--- config.mk ---
export PLATFORM = sky130hd
export DESIGN_NAME = sactl_ram
export DESIGN_NICKNAME = d
export VERILOG_FILES = /design/src/rtl/core/sactl_ram.sv
export SDC_FILE = /design/constraint.sdc
export NUM_CORES = 1
export LEC_CHECK = 0
export BUFFER_PORTS_ARGS = -buffer_cell sky130_fd_sc_hd__buf_2
export CELL_PAD_IN_SITES_DETAIL_PLACEMENT = 1
export CELL_PAD_IN_SITES_GLOBAL_PLACEMENT = 2
export CORE_MARGIN = 2
export CORE_UTILIZATION = 43
export DETAILED_ROUTE_END_ITERATION = 10
export GPL_ROUTABILITY_DRIVEN = 0
export PLACE_DENSITY_LB_ADDON = 0.15
export SETUP_SLACK_MARGIN = 0.3
export SYNTH_ARGS = -nofsm -noshare
export SYNTH_HDL_FRONTEND = slang
export SYNTH_SLANG_ARGS = --single-unit
--- constraint.sdc ---
create_clock -name clk -period 1.92 [get_ports clk]
set_input_delay 0.384 -clock clk [delete_from_list [all_inputs] [get_ports clk]]
set_output_delay 0.384 -clock clk [all_outputs]
set_load 0.02 [all_outputs]
--- src/rtl/core/sactl_ram.sv ---
// sactl_ram: generic single-port-write, single-port-read ram
// registered read data; no dependencies
module sactl_ram #(
  parameter int WIDTH = 8,
  parameter int DEPTH = 16
) (
  input  logic                                     clk,
  input  logic                                     we,
  input  logic [((DEPTH > 1) ? $clog2(DEPTH) : 1)-1:0] waddr,
  input  logic [WIDTH-1:0]                         wdata,
  input  logic                                     re,
  input  logic [((DEPTH > 1) ? $clog2(DEPTH) : 1)-1:0] raddr,
  output logic [WIDTH-1:0]                         rdata
);

  logic [WIDTH-1:0] mem [DEPTH];
  logic [WIDTH-1:0] rdata_r;

  always_ff @(posedge clk) begin
    if (we) begin
      mem[waddr] <= wdata;
    end
    if (re) begin
      rdata_r <= mem[raddr];
    end
  end

  assign rdata = rdata_r;

endmodule

==> impl_metrics.csv <==
group,metric,value,unit
cts,cts.clk_slew.worst_paths,0.06,ns
critical_path,max_stage_delay,0.54,ns
power_and_ir_drop,clkPwrFrac,45.8,%
detailed_routing,wl_per_cell,24.8,µm
global_route,antenna_found_initial,0,
place,placed_cell_area,5660,µm²
critical_path,cpMaxStageDelayCell,"mux4_2",
job,max_cap_viol_count,0,
global_route,gr-total-overflow,0,
detailed_routing,post-route-drc-count,0,
sta,rsz0062_at_grt,"false",
global_route,grt_usage,18.9,%
critical_path,cp_max_fo,18,
synthesis,syn-num-nets,248,
synthesis,ys.flop_type,"edfxtp_1",
global_route,grt_pass1_wl,16900,µm
sta,post-route-period-util,83.4,%
place,port_buffers,26,
min_path,worst_hold_path_type,"primary input to flip-flop",
power_and_ir_drop,vdd_ir_drop_max,0.576,mV
detailed_routing,routed_wl,11100,µm
synthesis,syn_avg_cell_area,22.8,µm²
power_and_ir_drop,pwr-share-seq,49.1,%
synthesis,synth.cell_area,5230,µm²
place,dpl.hpwl,7130,µm
power_and_ir_drop,pwr-share-comb,5.1,%
critical_path,startpoint_type,"primary input",
min_path,whs_endpoint,"mem[9][5]$_DFFE_PP_",
sta,finalHoldViolCount,0,
synthesis,synth-seq-cells,136,
sta,skew,0.00799,ns
detailed_routing,final_antenna_net_count,0,
cts,root_buffer,"clkbuf_16",
layout,design_area,6230,µm²
synthesis,synthCells,229,
layout,fillers,1063,
cts,cts_tree,"yes",
synthesis,seq_area_frac_synth,78.1,%
detailed_routing,vias_per_cell,5.55,
synthesis,ys_warn_count,0,
layout,drive_above_1_share,34.1,%
power_and_ir_drop,power_switching,1.35,mW
critical_path,critPathKind,"primary input to flip-flop",
power_and_ir_drop,cellPowerDensity,1100,nW/µm²
cts,htree_levels,4,
power_and_ir_drop,p_leak,2.10,nW
critical_path,reg2reg_depth,3,
cts,post_cts.repair.setup_buffers,0,
global_route,grt_max_degree,19,
sta,report.final.slew_viol_count,0,
floorplanning,die_h,114,µm
sta,finalSetupViolations,0,
place,pre_cts_slack,-0.0777,ns
detailed_routing,firstDrtPassIters,4,
critical_path,r2r_slack,0.36,ns
cts,clock-sinks,136,
sta,fin_ws,0.318,ns
floorplanning,core-area,12000,µm²
synthesis,synth_cell_types,18,
critical_path,cp.arrival,1.75,ns
min_path,holdPathStages,1,
min_path,hold_start,"wdata[5]",
cts,clockBufferDepth,2,
cts,clock_latency,0.41,ns
critical_path,r2r-start,"mem[8][2]$_DFFE_PP_",
sta,slew_headroom,69.5,%
layout,area_delta_synth_final,19.1,%
critical_path,crit_chain,"buf_2 -> buf_12 -> mux4_2 -> a22oi_1 -> nand2_1",
layout,nNetsFinal,308,
synthesis,synth_edf_count,136,
cts,postCtsHoldBufs,0,
layout,multi_input_area,1040,µm²
floorplanning,die-area,13100,µm²
layout,diodes,0,
sta,fmax,0.624,GHz
detailed_routing,drt-initial-drc-count,164,
sta,period_needed,1.60,ns
critical_path,r2r-end,"rdata[2]$_DFFE_PP_",
cts,post_cts_resized,0,
global_route,grt_pass1_vias,2739,
critical_path,endpoint_kind,"flip-flop",
layout,regArea,4080,µm²
synthesis,synthArstFlopShare,0,%
cts,cts_buffers,17,
floorplanning,fp-row-count,40,
critical_path,cp.required,2.06,ns
floorplanning,ios,27,
power_and_ir_drop,p_sw_share,19.7,%
run_status,status,"completed",
floorplanning,initial_core_util,43.7,%
power_and_ir_drop,internal_power,5.50,mW
floorplanning,die_x,114,µm
detailed_routing,via_count,2492,
sta,tightest_slew,0.457,ns
per-stage QoR:
step	utilization [%]	std cells	power [mW]	setup TNS, ns	hold slack (ns)
global placement	47.3	417	3.77	-0.151	0.732
finish	52.1	449	6.86	0	0.364
CTS	52.1	449	6.92	0	0.354
floorplan	-	229	3.61	0	0.483
detailed placement	47.3	417	3.78	-0.214	0.738
global route	52.1	449	7.07	0	0.359
how the worst max path moves through the flow:
stage / startpoint / endpoint
2_1_floorplan: waddr[2] / mem[3][0]$_DFFE_PP_
6_report: raddr[0] / rdata[2]$_DFFE_PP_
3_5_place_dp: raddr[0] / rdata[2]$_DFFE_PP_
5_1_grt: raddr[0] / rdata[2]$_DFFE_PP_
3_3_place_gp: raddr[0] / rdata[7]$_DFFE_PP_
4_1_cts: raddr[0] / rdata[2]$_DFFE_PP_
cell families (layout without fill, tap and decap cells):
family          after synthesis  after routing  synth area share, %
compound gates               16             16                 2.30
buf+inv                      10             83                 1.65
flops                       136            136                 78.1
mux                          32             32                 14.8
simple gates                 35             35                 3.14
layer usage:
| layer | global-route usage [%] | up-vias | share of wire (%) |
|---|---|---|---|
| met4 | 7.48 | 0 | 1.7 |
| met3 | 4.71 | 13 | 4.0 |
| met5 | 0 | - | 0 |
| met1 | 25.8 | 1319 | 45 |
| met2 | 29.4 | 68 | 50 |
| li1 | - | 1092 | - |
flip-flops by register name, summed over array words and instances, names as in the netlist:
signal / cells
mem: 128
rdata: 8
cells in the final DEF (no fill, tap or decap), drive strengths merged:
cell	count
buf	51
mux4	32
clkinv	8
clkbuf	20
nand3b	2
and2b	1
nand2b	2
clkinvlp	1
or3b	1
nor2b	1
nand3	1
bufinv	3
nor2	13
a22oi	16
nor3	4
and2	1
nand2	9
edfxtp	136
power groups by stage:
| stage | clock, mW | sequential (mW) | combinational, mW |
|---|---|---|---|
| 3_3_place_gp | 0 | 3.42 | 0.348 |
| 4_1_cts | 3.20 | 3.37 | 0.355 |
| 2_1_floorplan | 0 | 3.44 | 0.175 |
| 6_report | 3.14 | 3.37 | 0.348 |
| 3_5_place_dp | 0 | 3.43 | 0.353 |
| 5_1_grt | 3.32 | 3.37 | 0.378 |
worst max-delay path: cells and delay by family:
family,cells,cell delay [ns]
buffers and inverters,2,0.38
multiplexers,1,0.54
AND/OR/NAND/NOR,1,0.09
AO/OA/AOI/OAI,1,0.34
synthesized netlist by cell type (2+ instances only):
master,number,share of area (%)
a22oi_1,16,2.3
buf_2,3,0.29
buf_6,3,0.65
clkdlybuf4s25_2,3,0.57
edfxtp_1,136,78
mux4_1,14,7.0
mux4_2,18,7.8
nand2_1,9,0.65
nand2b_1,2,0.24
nand3b_1,2,0.29
nor2_1,13,0.93
nor3_1,4,0.38
area by class of cell:
type | instances | area share [%]
Tap cell | 147 | 2.95
Clock inverter | 12 | 2.13
Multi-Input combinational cell | 83 | 16.6
Clock buffer | 20 | 7.01
Timing Repair Buffer | 51 | 5.71
Sequential cell | 136 | 65.6
Power figures use the tool's default switching activity.
